==> src/design/bresenham_line_pixel_generator_top_macros.svh <==
// Assertion helpers shared by the line generator modules.
`ifndef BRESENHAM_LINE_PIXEL_GENERATOR_TOP_MACROS_SVH
`define BRESENHAM_LINE_PIXEL_GENERATOR_TOP_MACROS_SVH

`ifndef NO_ASSERTIONS
// Checked at every clock edge outside reset.
`define BLPG_ASSERT(lbl, prop, msg) \
  lbl: assert property (@(posedge clk_i) disable iff (!rst_ni) prop) else $error(msg);
// Checked at every clock edge, reset included.
`define BLPG_ASSERT_ALWAYS(lbl, prop, msg) \
  lbl: assert property (@(posedge clk_i) prop) else $error(msg);
`else
`define BLPG_ASSERT(lbl, prop, msg)
`define BLPG_ASSERT_ALWAYS(lbl, prop, msg)
`endif

`endif

==> src/design/blpg_pkg.sv <==
`timescale 1ns / 1ps
`default_nettype none

package blpg_pkg;

  localparam int X_BITS      = 9;
  localparam int Y_BITS      = 8;
  // Coordinates along either axis share one width.
  localparam int C_BITS      = (X_BITS > Y_BITS) ? X_BITS : Y_BITS;
  // The error term runs between minus the major delta and the major delta.
  localparam int E_BITS      = C_BITS + 2;
  localparam int COLOUR_BITS = 16;
  localparam int ADDR_BITS   = 32;
  localparam int ROW_SHIFT   = 10;
  localparam int COL_SHIFT   = 1;

  localparam int Q_DEPTH     = 2;
  localparam int Q_PTR_BITS  = (Q_DEPTH > 1) ? $clog2(Q_DEPTH) : 1;
  localparam int Q_CNT_BITS  = $clog2(Q_DEPTH + 1);

  localparam logic REQ_START = 1'b0;
  localparam logic REQ_STEP  = 1'b1;

  typedef struct packed {
    logic                   is_start;
    logic                   steep;
    logic [C_BITS-1:0]      major_pos;
    logic [C_BITS-1:0]      major_stop;
    logic [C_BITS-1:0]      minor_pos;
    logic                   minor_down;
    logic [C_BITS-1:0]      major_delta;
    logic [C_BITS-1:0]      minor_delta;
    logic [COLOUR_BITS-1:0] colour;
  } line_cmd_t;

  function automatic logic [C_BITS-1:0] abs_diff(input logic [C_BITS-1:0] a,
                                                 input logic [C_BITS-1:0] b);
    abs_diff = (a > b) ? (a - b) : (b - a);
  endfunction

endpackage

`default_nettype wire

==> src/design/blpg_front.sv <==
`timescale 1ns / 1ps
`default_nettype none

module blpg_front (
  input  wire logic                               in_valid_i,
  output logic                                    in_stall_o,
  input  wire logic                               req_type_i,
  input  wire logic [blpg_pkg::X_BITS-1:0]        x_begin_i,
  input  wire logic [blpg_pkg::Y_BITS-1:0]        y_begin_i,
  input  wire logic [blpg_pkg::X_BITS-1:0]        x_end_i,
  input  wire logic [blpg_pkg::Y_BITS-1:0]        y_end_i,
  input  wire logic [blpg_pkg::COLOUR_BITS-1:0]   pen_colour_i,
  input  wire logic                               q_full_i,
  output logic                                    q_push_o,
  output blpg_pkg::line_cmd_t                     q_cmd_o
);

  logic [blpg_pkg::C_BITS-1:0] x0, y0, x1, y1;
  logic [blpg_pkg::C_BITS-1:0] dx, dy;
  logic [blpg_pkg::C_BITS-1:0] a0, a1, b0, b1;
  logic [blpg_pkg::C_BITS-1:0] maj_lo, maj_hi, min_lo, min_hi;
  logic                        steep;

  assign in_stall_o = q_full_i;
  assign q_push_o   = in_valid_i && !q_full_i;

  always_comb begin
    x0 = blpg_pkg::C_BITS'(x_begin_i);
    y0 = blpg_pkg::C_BITS'(y_begin_i);
    x1 = blpg_pkg::C_BITS'(x_end_i);
    y1 = blpg_pkg::C_BITS'(y_end_i);
    dx = blpg_pkg::abs_diff(x1, x0);
    dy = blpg_pkg::abs_diff(y1, y0);
    // Equal deltas keep x as the major axis.
    steep = dy > dx;
    a0 = steep ? y0 : x0;
    a1 = steep ? y1 : x1;
    b0 = steep ? x0 : y0;
    b1 = steep ? x1 : y1;
    // Walk the major axis upwards, so swap the endpoints where needed.
    if (a0 > a1) begin
      maj_lo = a1;
      maj_hi = a0;
      min_lo = b1;
      min_hi = b0;
    end else begin
      maj_lo = a0;
      maj_hi = a1;
      min_lo = b0;
      min_hi = b1;
    end

    q_cmd_o.is_start    = (req_type_i == blpg_pkg::REQ_START);
    q_cmd_o.steep       = steep;
    q_cmd_o.major_pos   = maj_lo;
    q_cmd_o.major_stop  = maj_hi;
    q_cmd_o.minor_pos   = min_lo;
    q_cmd_o.minor_down  = !(min_lo < min_hi);
    q_cmd_o.major_delta = maj_hi - maj_lo;
    q_cmd_o.minor_delta = blpg_pkg::abs_diff(min_hi, min_lo);
    q_cmd_o.colour      = pen_colour_i;
  end

endmodule

`default_nettype wire

==> src/design/blpg_fifo.sv <==
`timescale 1ns / 1ps
`default_nettype none

`include "bresenham_line_pixel_generator_top_macros.svh"

module blpg_fifo (
  input  wire logic                clk_i,
  input  wire logic                rst_ni,
  input  wire logic                push_i,
  input  wire blpg_pkg::line_cmd_t push_cmd_i,
  output logic                     full_o,
  output logic                     valid_o,
  input  wire logic                pop_i,
  output blpg_pkg::line_cmd_t      pop_cmd_o
);

  blpg_pkg::line_cmd_t                mem_q [blpg_pkg::Q_DEPTH];
  logic [blpg_pkg::Q_PTR_BITS-1:0]    wr_ptr_q, wr_ptr_d;
  logic [blpg_pkg::Q_PTR_BITS-1:0]    rd_ptr_q, rd_ptr_d;
  logic [blpg_pkg::Q_CNT_BITS-1:0]    cnt_q, cnt_d;
  logic                               do_push, do_pop;

  function automatic logic [blpg_pkg::Q_PTR_BITS-1:0] ptr_inc(
      input logic [blpg_pkg::Q_PTR_BITS-1:0] p);
    if (p == blpg_pkg::Q_PTR_BITS'(blpg_pkg::Q_DEPTH - 1)) begin
      ptr_inc = '0;
    end else begin
      ptr_inc = p + 1'b1;
    end
  endfunction

  assign full_o    = (cnt_q == blpg_pkg::Q_CNT_BITS'(blpg_pkg::Q_DEPTH));
  assign valid_o   = (cnt_q != '0);
  assign pop_cmd_o = mem_q[rd_ptr_q];
  assign do_push   = push_i && !full_o;
  assign do_pop    = pop_i && valid_o;

  always_comb begin
    wr_ptr_d = do_push ? ptr_inc(wr_ptr_q) : wr_ptr_q;
    rd_ptr_d = do_pop  ? ptr_inc(rd_ptr_q) : rd_ptr_q;
    cnt_d    = cnt_q;
    if (do_push && !do_pop) begin
      cnt_d = cnt_q + 1'b1;
    end else if (do_pop && !do_push) begin
      cnt_d = cnt_q - 1'b1;
    end
  end

  always_ff @(posedge clk_i or negedge rst_ni) begin
    if (!rst_ni) begin
      wr_ptr_q <= '0;
      rd_ptr_q <= '0;
      cnt_q    <= '0;
    end else begin
      wr_ptr_q <= wr_ptr_d;
      rd_ptr_q <= rd_ptr_d;
      cnt_q    <= cnt_d;
    end
  end

  always_ff @(posedge clk_i) begin
    if (do_push) begin
      mem_q[wr_ptr_q] <= push_cmd_i;
    end
  end

  `BLPG_ASSERT(a_cnt_bounded, cnt_q <= blpg_pkg::Q_CNT_BITS'(blpg_pkg::Q_DEPTH), "queue count above depth")
  `BLPG_ASSERT(a_pop_nonempty, pop_i |-> valid_o, "queue popped while empty")
  `BLPG_ASSERT(a_push_room, push_i |-> !full_o, "queue pushed while full")

endmodule

`default_nettype wire

==> src/design/blpg_back.sv <==
`timescale 1ns / 1ps
`default_nettype none

`include "bresenham_line_pixel_generator_top_macros.svh"

module blpg_back (
  input  wire logic                               clk_i,
  input  wire logic                               rst_ni,
  input  wire logic                               cfg_we_i,
  input  wire logic [blpg_pkg::ADDR_BITS-1:0]     cfg_wdata_i,
  input  wire logic                               q_valid_i,
  input  wire blpg_pkg::line_cmd_t                q_cmd_i,
  output logic                                    q_pop_o,
  output logic                                    out_valid_o,
  input  wire logic                               out_stall_i,
  output logic [blpg_pkg::X_BITS-1:0]             pix_x_o,
  output logic [blpg_pkg::Y_BITS-1:0]             pix_y_o,
  output logic [blpg_pkg::COLOUR_BITS-1:0]        pix_colour_o,
  output logic [blpg_pkg::ADDR_BITS-1:0]          pix_addr_o,
  output logic                                    last_pixel_o
);

  logic [blpg_pkg::ADDR_BITS-1:0]   base_q;
  logic                             active_q, active_d;
  logic                             steep_q, steep_d;
  logic [blpg_pkg::C_BITS-1:0]      major_pos_q, major_pos_d;
  logic [blpg_pkg::C_BITS-1:0]      major_stop_q, major_stop_d;
  logic [blpg_pkg::C_BITS-1:0]      minor_pos_q, minor_pos_d;
  logic                             minor_down_q, minor_down_d;
  logic [blpg_pkg::C_BITS-1:0]      major_delta_q, major_delta_d;
  logic [blpg_pkg::C_BITS-1:0]      minor_delta_q, minor_delta_d;
  logic signed [blpg_pkg::E_BITS-1:0] err_q, err_d, err_sum;
  logic [blpg_pkg::COLOUR_BITS-1:0] colour_q, colour_d;

  logic                             out_valid_q, out_valid_d;
  logic [blpg_pkg::X_BITS-1:0]      pix_x_q;
  logic [blpg_pkg::Y_BITS-1:0]      pix_y_q;
  logic [blpg_pkg::COLOUR_BITS-1:0] pix_colour_q;
  logic [blpg_pkg::ADDR_BITS-1:0]   pix_addr_q;
  logic                             last_q;

  logic                             can_load, need_out, emit, is_last;
  logic [blpg_pkg::X_BITS-1:0]      px;
  logic [blpg_pkg::Y_BITS-1:0]      py;
  logic [blpg_pkg::ADDR_BITS-1:0]   addr;

  // The output register takes a new word when empty or when its old one leaves that cycle.
  assign can_load = !out_valid_q || !out_stall_i;
  assign need_out = !q_cmd_i.is_start && active_q;
  assign q_pop_o  = q_valid_i && (!need_out || can_load);
  assign emit     = q_pop_o && need_out;
  assign is_last  = (major_pos_q == major_stop_q);

  always_comb begin
    if (steep_q) begin
      px = blpg_pkg::X_BITS'(minor_pos_q);
      py = blpg_pkg::Y_BITS'(major_pos_q);
    end else begin
      px = blpg_pkg::X_BITS'(major_pos_q);
      py = blpg_pkg::Y_BITS'(minor_pos_q);
    end
    addr = base_q + (blpg_pkg::ADDR_BITS'(py) << blpg_pkg::ROW_SHIFT)
                  + (blpg_pkg::ADDR_BITS'(px) << blpg_pkg::COL_SHIFT);
  end

  always_comb begin
    active_d      = active_q;
    steep_d       = steep_q;
    major_pos_d   = major_pos_q;
    major_stop_d  = major_stop_q;
    minor_pos_d   = minor_pos_q;
    minor_down_d  = minor_down_q;
    major_delta_d = major_delta_q;
    minor_delta_d = minor_delta_q;
    err_d         = err_q;
    colour_d      = colour_q;
    err_sum       = err_q + $signed({2'b00, minor_delta_q});

    if (q_pop_o && q_cmd_i.is_start) begin
      // A new line drops whatever was in progress.
      active_d      = 1'b1;
      steep_d       = q_cmd_i.steep;
      major_pos_d   = q_cmd_i.major_pos;
      major_stop_d  = q_cmd_i.major_stop;
      minor_pos_d   = q_cmd_i.minor_pos;
      minor_down_d  = q_cmd_i.minor_down;
      major_delta_d = q_cmd_i.major_delta;
      minor_delta_d = q_cmd_i.minor_delta;
      err_d         = blpg_pkg::E_BITS'(0) - {2'b00, (q_cmd_i.major_delta >> 1)};
      colour_d      = q_cmd_i.colour;
    end else if (emit) begin
      if (is_last) begin
        active_d = 1'b0;
      end else begin
        err_d = err_sum;
        if (err_sum >= 0) begin
          minor_pos_d = minor_down_q ? (minor_pos_q - 1'b1) : (minor_pos_q + 1'b1);
          err_d       = err_sum - $signed({2'b00, major_delta_q});
        end
        major_pos_d = major_pos_q + 1'b1;
      end
    end
  end

  always_comb begin
    out_valid_d = out_valid_q;
    if (emit) begin
      out_valid_d = 1'b1;
    end else if (!out_stall_i) begin
      out_valid_d = 1'b0;
    end
  end

  always_ff @(posedge clk_i or negedge rst_ni) begin
    if (!rst_ni) begin
      base_q      <= '0;
      active_q    <= 1'b0;
      out_valid_q <= 1'b0;
    end else begin
      if (cfg_we_i) begin
        base_q <= cfg_wdata_i;
      end
      active_q    <= active_d;
      out_valid_q <= out_valid_d;
    end
  end

  always_ff @(posedge clk_i) begin
    steep_q       <= steep_d;
    major_pos_q   <= major_pos_d;
    major_stop_q  <= major_stop_d;
    minor_pos_q   <= minor_pos_d;
    minor_down_q  <= minor_down_d;
    major_delta_q <= major_delta_d;
    minor_delta_q <= minor_delta_d;
    err_q         <= err_d;
    colour_q      <= colour_d;
    if (emit) begin
      pix_x_q      <= px;
      pix_y_q      <= py;
      pix_colour_q <= colour_q;
      pix_addr_q   <= addr;
      last_q       <= is_last;
    end
  end

  assign out_valid_o  = out_valid_q;
  assign pix_x_o      = pix_x_q;
  assign pix_y_o      = pix_y_q;
  assign pix_colour_o = pix_colour_q;
  assign pix_addr_o   = pix_addr_q;
  assign last_pixel_o = last_q;

  `BLPG_ASSERT(a_pos_in_range, active_q |-> (major_pos_q <= major_stop_q), "major position passed the stop")
  `BLPG_ASSERT(a_last_idles, (emit && is_last) |=> !active_q, "line still active after its last pixel")
  `BLPG_ASSERT(a_emit_shows, emit |=> out_valid_q, "emitted pixel did not reach the output")

endmodule

`default_nettype wire

==> src/design/bresenham_line_pixel_generator_top.sv <==
`timescale 1ns / 1ps
`default_nettype none

// Channel   Direction  Handshake                 Word
// in        input      in_valid_i / in_stall_o   req_type, endpoints, pen_colour
// out       output     out_valid_o / out_stall_i pix_x, pix_y, pix_colour, pix_addr, last_pixel
// cfg       input      cfg_we_i                  buffer_base
//
// One word is accepted per cycle unless the queue is full; a step word passes the queue, its
// pixel the output register. The pixel stepper does one add-compare update per cycle, giving
// one pixel per clock while the output does not stall. A two-word queue sits between setup
// and stepper, so an output stall reaches the input only once the queue has filled. Reset
// is asynchronous and active low, and clears the queue, the line state and buffer_base.

module bresenham_line_pixel_generator_top (
  input  wire logic                               clk_i,
  input  wire logic                               rst_ni,
  input  wire logic                               cfg_we_i,
  input  wire logic [blpg_pkg::ADDR_BITS-1:0]     cfg_wdata_i,
  input  wire logic                               in_valid_i,
  output logic                                    in_stall_o,
  input  wire logic                               req_type_i,
  input  wire logic [blpg_pkg::X_BITS-1:0]        x_begin_i,
  input  wire logic [blpg_pkg::Y_BITS-1:0]        y_begin_i,
  input  wire logic [blpg_pkg::X_BITS-1:0]        x_end_i,
  input  wire logic [blpg_pkg::Y_BITS-1:0]        y_end_i,
  input  wire logic [blpg_pkg::COLOUR_BITS-1:0]   pen_colour_i,
  output logic                                    out_valid_o,
  input  wire logic                               out_stall_i,
  output logic [blpg_pkg::X_BITS-1:0]             pix_x_o,
  output logic [blpg_pkg::Y_BITS-1:0]             pix_y_o,
  output logic [blpg_pkg::COLOUR_BITS-1:0]        pix_colour_o,
  output logic [blpg_pkg::ADDR_BITS-1:0]          pix_addr_o,
  output logic                                    last_pixel_o
);

  logic                q_full, q_push, q_valid, q_pop;
  blpg_pkg::line_cmd_t push_cmd, pop_cmd;

  blpg_front u_front (
    .in_valid_i   (in_valid_i),
    .in_stall_o   (in_stall_o),
    .req_type_i   (req_type_i),
    .x_begin_i    (x_begin_i),
    .y_begin_i    (y_begin_i),
    .x_end_i      (x_end_i),
    .y_end_i      (y_end_i),
    .pen_colour_i (pen_colour_i),
    .q_full_i     (q_full),
    .q_push_o     (q_push),
    .q_cmd_o      (push_cmd)
  );

  blpg_fifo u_fifo (
    .clk_i      (clk_i),
    .rst_ni     (rst_ni),
    .push_i     (q_push),
    .push_cmd_i (push_cmd),
    .full_o     (q_full),
    .valid_o    (q_valid),
    .pop_i      (q_pop),
    .pop_cmd_o  (pop_cmd)
  );

  blpg_back u_back (
    .clk_i        (clk_i),
    .rst_ni       (rst_ni),
    .cfg_we_i     (cfg_we_i),
    .cfg_wdata_i  (cfg_wdata_i),
    .q_valid_i    (q_valid),
    .q_cmd_i      (pop_cmd),
    .q_pop_o      (q_pop),
    .out_valid_o  (out_valid_o),
    .out_stall_i  (out_stall_i),
    .pix_x_o      (pix_x_o),
    .pix_y_o      (pix_y_o),
    .pix_colour_o (pix_colour_o),
    .pix_addr_o   (pix_addr_o),
    .last_pixel_o (last_pixel_o)
  );

endmodule

`default_nettype wire
==> config.mk <==
export PLATFORM = sky130hd
export DESIGN_NAME = bresenham_line_pixel_generator_top
export DESIGN_NICKNAME = d
export VERILOG_FILES = /design/src/design/blpg_pkg.sv /design/src/design/blpg_front.sv /design/src/design/blpg_fifo.sv /design/src/design/blpg_back.sv /design/src/design/bresenham_line_pixel_generator_top.sv
export VERILOG_INCLUDE_DIRS = /design/src /design/src/design
export SDC_FILE = /design/constraint.sdc
export NUM_CORES = 1
export LEC_CHECK = 0
export BUFFER_PORTS_ARGS = -buffer_cell sky130_fd_sc_hd__buf_2
export CAP_MARGIN = 20
export CELL_PAD_IN_SITES_DETAIL_PLACEMENT = 1
export CELL_PAD_IN_SITES_GLOBAL_PLACEMENT = 2
export CORE_MARGIN = 2
export CORE_UTILIZATION = 35
export CTS_CLUSTER_DIAMETER = 50
export DETAILED_ROUTE_END_ITERATION = 10
export PLACE_DENSITY = 0.7
export SLEW_MARGIN = 20
export SYNTH_ARGS = -nofsm -noshare
export SYNTH_HDL_FRONTEND = slang
export SYNTH_HIERARCHICAL = 1
export SYNTH_SLANG_ARGS = --single-unit
export TNS_END_PERCENT = 10
==> constraint.sdc <==
create_clock -name clk_i -period 12.05 [get_ports clk_i]
set_input_delay 0.6025 -clock clk_i [delete_from_list [all_inputs] [get_ports clk_i]]
set_output_delay 0.6025 -clock clk_i [all_outputs]
set_load 0.02 [all_outputs]
=== After elaboration in Yosys (flattened, before gate mapping) ===
Memories as Yosys holds them, arrays and structs flattened.
Index checks and enable logic that the tools add are counted.

* Div/mod/pow operators: 0
* Bitwise logic cells: 1
* Mux-type cells: 36
* Add/subtract/negate cells: 19
* Shifts and indexed selects: 0
* Equality and inequality tests: 4
* $lt $le $gt $ge: 7
* Reduce and logical (&&, ||, !) cells: 27
* Multiply operators: 0

{| class="wikitable"
|+ Operators with widths
! cell !! count
|-
| 2-to-1 mux 9 bit || 20
|-
| subtractor 9 bit || 5
|-
| 2-to-1 mux 11 bit || 4
|-
| greater-than comparator 9 bit || 4
|-
| adder 32 x 10 -> 32 bit || 1
|-
| adder 32 x 18 -> 32 bit || 1
|-
| adder 9 x 1 -> 9 bit (second input constant) || 2
|-
| subtractor 8 x 8 -> 9 bit || 2
|-
| adder 11 x 10 -> 11 bit || 1
|-
| greater-or-equal comparator 11 x 1 -> 1 bit (second input constant) || 1
|-
| subtractor 11 x 10 -> 11 bit || 1
|-
| nonzero test 2 bit || 5
|-
| == test 9 bit || 1
|-
| logical AND 1 bit || 9
|-
| less-than comparator 9 bit || 1
|-
| 2-to-1 mux 1 bit || 9
|-
| subtractor 1 x 8 -> 9 bit (first input constant) || 1
|-
| subtractor 9 x 1 -> 9 bit (second input constant) || 1
|-
| greater-than comparator 8 bit || 1
|-
| logical NOT 1 bit || 8
|-
| 2-to-1 mux 8 bit || 1
|-
| 2-to-1 mux 2 bit || 2
|-
| AND reduction 2 bit || 2
|-
| AND reduction 3 bit || 1
|-
| 8 further kinds || 10
|}

* Bits in latches: 0
* Register bits: 178
* RAM bits: 128
* ROM bits: 0
* Word-level logic and storage cells: 115
* Input bits: 88
* Output and inout port bits: 68
* Memories: 1

{| class="wikitable"
|+ Memory list
! name !! depth !! bits a word !! rd ports !! clocked after Yosys merged registers in !! write ports !! RTL line !! RTL
|-
| u_fifo.mem_q || 2 || 64 || 1 || 0 || 1 || blpg_fifo.sv:17 || <nowiki>blpg_pkg::line_cmd_t mem_q [blpg_pkg::Q_DEPTH];</nowiki>
|}

=== Longest topological paths before layout ===
Gate-level depths: netlist (run 1).
An unclocked memory read counts as a cell.

* Depth in word-level cells: 10
* Depth in mapped cells: 52

=== Modules after synthesis ===
The synthesis (run 1) kept the hierarchy.

{| class="wikitable"
|+ Modules (own cells, without submodules)
! module !! area an instance (sq um) !! cells an instance !! times used
|-
| blpg_back || 8762.2 || 687 || 1
|-
| blpg_fifo || 5024.8 || 218 || 1
|-
| blpg_front || 4201.5 || 592 || 1
|}

=== Worst setup path after synthesis (run 1) ===
OpenSTA, ideal clock, no wires.

* Path kind: input-to-reg
* Start: input port y_begin_i[1] in the netlist's numbering
* End: memory u_fifo/mem_q[0][23] in the netlist's numbering, data pin
* Arrival time: 10.147 ns
* Setup time: 0.264 ns
* Cell stages on the path: 50
* Setup slack: 1.639 ns
* Buffers on the path: 7
* Required time: 11.786 ns
* Path through: inv_1 > ha_1 > nor2b_1 > o21ai_0 > a21oi_1 > o21ai_0 > a21oi_1 > o21ai_0 > a21boi_0 > o21ai_1 > clkbuf_1 > mux2i_1 > o21ai_0 > a21boi_0 > xnor2_1 > ha_1 > nand4_2 > or3_4 > [14 not listed] > buf_2 > clkbuf_1 > mux2i_1 > mux2i_1 > ha_1 > nor2b_1 > o21ai_0 > a21boi_0 > o21ai_0 > a21oi_1 > o31a_1 > o22ai_1 > buf_2 > mux2_2 > a211oi_1 > o21ai_0 > a21boi_0 > xnor2_1

{| class="wikitable"
|+ RTL lines
! element !! RTL line !! RTL
|-
| start: declaration || bresenham_line_pixel_generator_top.sv:24 || <nowiki>input wire logic [blpg_pkg::Y_BITS-1:0] y_begin_i,</nowiki>
|-
| end: declaration || blpg_fifo.sv:17 ||
|}

==> results.toml, run 1 <==
[worst_setup_path]
critPathRequiredTime_ps = 12330
critPathLaunchType = "input pin"
r2r_slack_ps = 8130
slowest_delay_ps = 430
arrival_ps = 11080
crit_path_end_kind = "register"
worstPathMaxFanout = 32
critPathKind = "in -> reg"
crit_slowest_cell = "mux2i_1"
worst_path_most_repeated_cell = "o21ai_0"

[synth]
synth_edf_count = 268
syn_area_um2 = 18000
postSynthAreaPerCell_um2 = 12.0
synthArstFlopShare = 0.124
yosys_warnings = 6
ys.flop_type = "edfxtp_1"
seq_area_frac_synth = 0.500
synth_seq_cells = 306
synth.distinct_cells = 88
synthCells = 1497
synth_nets = 1707

[routing]
wl_mm = 45.9
num_vias = 11900
via_per_inst = 5.05
drc = 0
detail_route.first_pass.iterations = 7
antenna_left = 0
dr.first_iter.drc_count = 622
avgRoutedWirePerCell_um = 19.5

[sta]
rsz0062_at_grt = "false"
hold_viol = 0
tightest_slew_ps = 1020
hold_slack_ps = 53.4
drv_slew = 0
fin_worst_skew_ps = 29.7
min_period_over_period = 0.896
min_period_ps = 10800
fin_ws_ps = 1250
fmax_mhz = 92.6
setup_viol = 0
slew_headroom = 0.315
tns_ps = 0

[clocking]
htree_levels = 2
clk_pin_slew_worst_paths_ps = 60
clock_path_buffers = 3
clock_latency_ps = 550
cts_resized = 0
cts-root-buf = "clkbuf_16"
hold_buffers = 0
cts_buffers = 38
cts_tree = "yes"
clock-sinks = 306
cts_setup_buffers = 0

[finish]
multi_input_area_um2 = 8190
layout-drive-gt1-share = 0.238
fill_cells = 5547
antenna_cells = 0
final-seq-area_um2 = 9000
final_core_util = 0.405
fin_nets = 1855
area_growth_pct = 15.1
layout_common_cells = "268 x edfxtp_1, 154 x buf_2, 112 x ha_1, 109 x inv_1, 100 x a21oi_1"
layout_commonest_cell = "edfxtp_1"

[global_routing]
grt_usage = 0.172
grt_pass1_wl_mm = 71.2
grt_start_max_net_pins = 76
grt_pass1_vias = 12500
antenna_found_initial = 0
grt_overflow = 0

[die]
initial_core_util = 0.352
fp.dieW_um = 231
die-area_um2 = 53200
ioPinCount = 156
row_count = 83
die_h_um = 231
core_um2 = 51100

[placement]
dpl_worst_slack_ps = 774
dpl.hpwl_mm = 34.2
port-buffer-count = 155
place_congestion = 0.820

[worst_hold_path]
hold_class = "in -> async"

[run_status]
outcome = "finished clean"

[run]
maxCapViolations = 0
[metal layers]
| metal | global-route usage | share of wire | vias up |
|---|---|---|---|
| met5 | 0 | 0 | - |
| met4 | 0.0470 | 0.019 | 0 |
| met3 | 0.0256 | 0.030 | 55 |
| met1 | 0.223 | 0.45 | 5899 |
| met2 | 0.300 | 0.50 | 203 |
| li1 | - | - | 5742 |
[worst max-delay path, delay by kind of cell]
kind,cells,cell delay [ps]
fa+ha+maj,5,1680
compound gates,25,5060
simple gates,8,1360
mux,3,1040
xor+xnor,1,110
buf+inv,5,1190
[stage by stage]
step / cell area (um2) / instances
6_report: 20700 / 2355
5_1_grt: 20700 / 2355
4_1_cts: 20700 / 2355
3_5_place_dp: 19400 / 2285
3_3_place_gp: 19400 / 2285
2_1_floorplan: 18000 / 1497
[cell type report]
cell class              count  area share
flip-flops and latches    306       0.435
multi-input cells        1014       0.396
clock inverters            24      0.0156
repair buffers            173      0.0441
inverters                 112      0.0204
well taps                 680      0.0411
clock buffers              46      0.0484
[worst paths after layout]
kind / from / to / depth (start not counted)
worst max-delay path: y_begin_i[1] / u_fifo/mem_q[0][23] / 47
worst min-delay path: rst_ni / u_back/base_q[13] / 1
worst max register to register: u_back/steep_q / u_back/pix_addr_o[27] / 11
worst min register to register: u_back/colour_q[1] / u_back/pix_colour_o[1] / 0
max in group asynchronous: rst_ni / u_fifo/rd_ptr_q / 1
min in group clk_i: pen_colour_i[10] / u_fifo/mem_q[0][10] / 1
[registers in the layout, indices dropped and copies added (netlist names)]
register and count:
u_back/major_pos_q 9, u_back/steep_q 1, u_back/major_delta_q 9, u_back/base_q 32, u_back/minor_down_q 1, u_back/major_stop_q 9
u_back/pix_colour_o 16, u_back/pix_addr_o 32, u_back/colour_q 16, u_back/minor_pos_q 9, u_back/err_q 11, u_back/minor_delta_q 9
u_fifo/rd_ptr_q 1, u_back/out_valid_o 1, u_back/last_pixel_o 1, u_fifo/wr_ptr_q 1, u_back/active_q 1, u_fifo/mem_q 128
u_fifo/cnt_q 2, u_back/pix_y_o 8, u_back/pix_x_o 9
[cells by family after synthesis]
group	count (synthesis)	synth area share
buffers and inverters	177	0.0456
AOI/OAI and AO/OA	295	0.108
adders and majority gates	129	0.0930
xor gates and xnor gates	105	0.0515
muxes	176	0.118
and+or+nand+nor	309	0.0841
DFF	306	0.500
[synth_stat cells, types with 6 or more instances]
| library cell | number | area share |
|---|---|---|
| o21a_1 | 9 | 0.0038 |
| fa_1 | 10 | 0.011 |
| mux2_4 | 50 | 0.042 |
| nor3_1 | 8 | 0.0022 |
| a211oi_1 | 8 | 0.0033 |
| xor2_1 | 40 | 0.019 |
| nor2b_1 | 12 | 0.0042 |
| buf_6 | 9 | 0.0056 |
| nor2_1 | 83 | 0.017 |
| nand2b_1 | 11 | 0.0038 |
| clkbuf_1 | 17 | 0.0035 |
| inv_1 | 111 | 0.023 |
| a21o_1 | 30 | 0.013 |
| ha_1 | 112 | 0.078 |
| buf_4 | 18 | 0.0075 |
| buf_2 | 14 | 0.0039 |
| a21oi_1 | 100 | 0.028 |
| mux2i_1 | 53 | 0.029 |
| nand3_1 | 30 | 0.0083 |
| maj3_1 | 6 | 0.0033 |
| dfrtp_1 | 38 | 0.053 |
| a21boi_0 | 7 | 0.0029 |
| buf_1 | 7 | 0.0015 |
| mux2_2 | 71 | 0.044 |
| o211ai_1 | 10 | 0.0042 |
| and2_1 | 7 | 0.0024 |
| a31oi_1 | 9 | 0.0031 |
| nand2_1 | 94 | 0.020 |
| edfxtp_1 | 268 | 0.45 |
| and3_1 | 17 | 0.0059 |
| o21ai_0 | 65 | 0.018 |
| xnor2_1 | 64 | 0.031 |
| nand4_1 | 8 | 0.0028 |
Power of run 1 is left out: the tool's default activity adds up to more than one toggle a clock period on the data nets, which glitch-free logic cannot reach.
==> run 2: changes to the inputs <==
Settings changed: BUFFER_PORTS_ARGS -buffer_cell sky130_fd_sc_hd__buf_2 to -buffer_cell sky130_fd_sc_hd__clkbuf_2, RECOVER_POWER from default to 25.
==> results.toml, run 2 (same netlist as run 1, synthesis figures left out) <==
[run_status]
outcome = "finished, violations left"
violations = "max-capacitance violations, max-slew violations"

[clocking]
cts_resized = 0
hold_buffers = 0
cts-root-buf = "clkbuf_16"
clock-sinks = 306
cts_setup_buffers = 0
clock_latency_ps = 550
clock_path_buffers = 3
htree_levels = 2
clk_pin_slew_worst_paths_ps = 60
cts_tree = "yes"
cts_buffers = 38

[placement]
dpl_worst_slack_ps = 698
place_congestion = 0.816
dpl.hpwl_mm = 34.0
port-buffer-count = 155

[global_routing]
grt_pass1_wl_mm = 70.8
antenna_found_initial = 0
grt_start_max_net_pins = 76
grt_usage = 0.170
grt_overflow = 0
grt_pass1_vias = 12500

[worst_setup_path]
crit_path_end_kind = "register"
slowest_delay_ps = 430
critPathRequiredTime_ps = 12320
critPathLaunchType = "input pin"
crit_slowest_cell = "or3_4"
critPathKind = "in -> reg"
arrival_ps = 11150
worst_path_most_repeated_cell = "o21ai_0"
worstPathMaxFanout = 31

[sta]
tightest_slew_ps = 2390
hold_viol = 0
fmax_mhz = 91.9
tns_ps = 0
hold_slack_ps = 245
fin_ws_ps = 1170
slew_headroom = -0.593
setup_viol = 0
min_period_ps = 10880
drv_slew = 74
min_period_over_period = 0.903
fin_worst_skew_ps = 29.0
rsz0062_at_grt = "false"

[run]
maxCapViolations = 2

[finish]
layout_commonest_cell = "edfxtp_1"
layout-drive-gt1-share = 0.200
final_core_util = 0.402
layout_common_cells = "268 x edfxtp_1, 112 x clkbuf_2, 112 x ha_1, 109 x inv_1, 100 x a21oi_1"
top_register = "u_fifo/mem_q"
antenna_cells = 0
largest_reg_flops = 128
fin_nets = 1858
area_growth_pct = 14.1

[routing]
avgRoutedWirePerCell_um = 19.3
num_vias = 11800
detail_route.first_pass.iterations = 4
drc = 0
dr.first_iter.drc_count = 527
antenna_left = 0
wl_mm = 45.4
via_per_inst = 5.00

[die]
die-area_um2 = 53200
ioPinCount = 156
initial_core_util = 0.352
fp.dieW_um = 231
row_count = 83
die_h_um = 231
core_um2 = 51100

[worst_hold_path]
hold_class = "in -> reg"
-- run 2: cell count changes in the layout (fill, tap and decap cells not counted), sizes merged --
cell	delta
buf	-153
bufinv	-5
clkbuf	+158
clkinv	+1
inv	-1
-- run 2: worst paths after layout --
check | start | endpoint | slack [ps] | cells after the start
min in group asynchronous | rst_ni | u_fifo/wr_ptr_q | 870 | 2
hold / removal | pen_colour_i[10] | u_fifo/mem_q[0][10] | 250 | 1
max in group asynchronous | rst_ni | u_back/base_q[24] | 9820 | 2
hold reg to reg | u_back/colour_q[1] | u_back/pix_colour_o[1] | 420 | 0
setup / recovery | y_begin_i[1] | u_fifo/mem_q[0][24] | 1170 | 47
setup reg to reg | u_back/steep_q | u_back/pix_addr_o[25] | 8150 | 11
-- run 2: metal layers --
layer / track usage / wire length [um]
met5: 0 / 0
met4: 0.0490 / 945
met3: 0.0209 / 1250
met2: 0.301 / 22700
met1: 0.218 / 20500
-- run 2: area by class of cell --
cell class	count	area, um2
clock buffers	48	1020
clock inverters	19	161
fillers	5587	30600
inverters	112	423
multi-input cells	1014	8180
flip-flops and latches	306	9000
well taps	680	851
repair buffers	176	883
-- run 2: worst max-delay path: cells and delay by family --
| kind | cells | cell delay (ps) |
|---|---|---|
| simple gates | 7 | 1240 |
| buf+inv | 6 | 1510 |
| mux | 4 | 1080 |
| fa+ha+maj | 5 | 1650 |
| xor+xnor | 1 | 150 |
| compound gates | 24 | 4890 |
-- run 2: metrics by stage --
step           area (um2)  std cells
2_1_floorplan       18000       1497
6_report            20500       2355
4_1_cts             20600       2354
5_1_grt             20500       2355
3_5_place_dp        19400       2287
3_3_place_gp        19400       2287
Power of run 2 is left out for the same reason.
==> run 3: changes to the inputs <==
==> constraint.sdc (replaced) <==
create_clock -name clk_i -period 12.05 [get_ports clk_i]
set_input_delay 0.6025 -clock clk_i [delete_from_list [all_inputs] [get_ports clk_i]]
set_output_delay 0.6025 -clock clk_i [all_outputs]
set_load 0.005 [all_outputs]
==> results.toml, run 3 (same netlist as run 1, synthesis figures left out) <==
[worst_setup_path]
worst_path_most_repeated_cell = "o21ai_0"
worstReg2RegStart = "u_back/steep_q"
worstPathMaxFanout = 31
arrival_ps = 11150
crit_path_end_kind = "register"
critPathKind = "in -> reg"
r2r_slack_ps = 8150
worst_r2r_endpoint = "u_back/pix_addr_o[25]"
reg2reg_depth = 11
crit_path_start = "y_begin_i[1]"
crit_slowest_cell = "or3_4"
slowest_delay_ps = 430
critPathRequiredTime_ps = 12320
critPathLaunchType = "input pin"
crit_path_end = "u_fifo/mem_q[0][24]"

[clocking]
cts_buffers = 38
cts_resized = 0
cts_setup_buffers = 0
clock_path_buffers = 3
clock-sinks = 306
cts-root-buf = "clkbuf_16"
htree_levels = 2
hold_buffers = 0
cts_tree = "yes"
clk_pin_slew_worst_paths_ps = 60
clock_latency_ps = 550

[sta]
fin_worst_skew_ps = 29.1
setup_viol = 0
slew_headroom = -0.593
tightest_slew_ps = 2390
rsz0062_at_grt = "false"
drv_slew = 74
fmax_mhz = 91.9
hold_viol = 0
tns_ps = 0
min_period_ps = 10880
min_period_over_period = 0.903

[finish]
fill_cells = 5587
top_register = "u_fifo/mem_q"
layout_commonest_cell = "edfxtp_1"
final_core_util = 0.402
fin_nets = 1858
layout-drive-gt1-share = 0.211
area_growth_pct = 14.2
layout_common_cells = "268 x edfxtp_1, 130 x clkbuf_2, 112 x ha_1, 109 x inv_1, 100 x a21oi_1"
antenna_cells = 0
largest_reg_flops = 128

[die]
die-area_um2 = 53200
die_h_um = 231
row_count = 83
core_um2 = 51100
initial_core_util = 0.352
ioPinCount = 156
fp.dieW_um = 231

[placement]
dpl.hpwl_mm = 34.0
port-buffer-count = 155
place_congestion = 0.816

[routing]
dr.first_iter.drc_count = 527
num_vias = 11800
antenna_left = 0
via_per_inst = 5.00
wl_mm = 45.4
detail_route.first_pass.iterations = 4
drc = 0
avgRoutedWirePerCell_um = 19.3

[global_routing]
grt_pass1_vias = 12500
grt_pass1_wl_mm = 70.8
antenna_found_initial = 0
grt_start_max_net_pins = 76
grt_usage = 0.170
grt_overflow = 0

[run_status]
outcome = "finished, violations left"
violations = "max-capacitance violations, max-slew violations"

[worst_hold_path]
hold_class = "in -> reg"

[run]
maxCapViolations = 2
## run 3: routing by layer
| metal | wire length [um] | track usage |
|---|---|---|
| met1 | 20500 | 0.218 |
| met2 | 22700 | 0.301 |
| met4 | 946 | 0.0490 |
| met3 | 1250 | 0.0209 |
| met5 | 0 | 0 |
## run 3: worst min path at each step
stage	from	endpoint	slack, ps	cells after the start
after CTS	rst_ni	u_fifo/wr_ptr_q	120	2
after detailed placement	u_back/colour_q[11]	u_back/pix_colour_o[11]	410	0
final	pen_colour_i[10]	u_fifo/mem_q[0][10]	240	1
after floorplan	rst_ni	u_back/active_q	310	0
after global routing	pen_colour_i[10]	u_fifo/mem_q[0][10]	220	1
after global placement	u_back/colour_q[10]	u_back/pix_colour_o[10]	400	0
## run 3: critical path: cells and delay by family
kind,cells,cell delay [ps]
mux,4,1080
buf+inv,6,1510
fa+ha+maj,5,1650
compound gates,24,4890
simple gates,7,1240
xor+xnor,1,150
## run 3: area by class of cell
cell class | instances | area (um2) | share of cell area
repair buffers | 176 | 906 | 0.0441
clock inverters | 19 | 161 | 0.00786
flip-flops and latches | 306 | 9000 | 0.438
clock buffers | 48 | 1020 | 0.0496
inverters | 112 | 423 | 0.0206
multi-input cells | 1014 | 8180 | 0.398
well taps | 680 | 851 | 0.0414
## run 3: through the flow
| step | area (um2) | hold slack, ps | setup slack [ps] | instances |
|---|---|---|---|---|
| 2_1_floorplan | 18000 | 307 | 1640 | 1497 |
| 3_3_place_gp | 19400 | 401 | 1110 | 2287 |
| 3_5_place_dp | 19400 | 406 | 698 | 2287 |
| 4_1_cts | 20600 | 125 | 1250 | 2354 |
| 5_1_grt | 20500 | 224 | 203 | 2355 |
| 6_report | 20500 | 245 | 1170 | 2355 |
Power of run 3 is left out for the same reason.
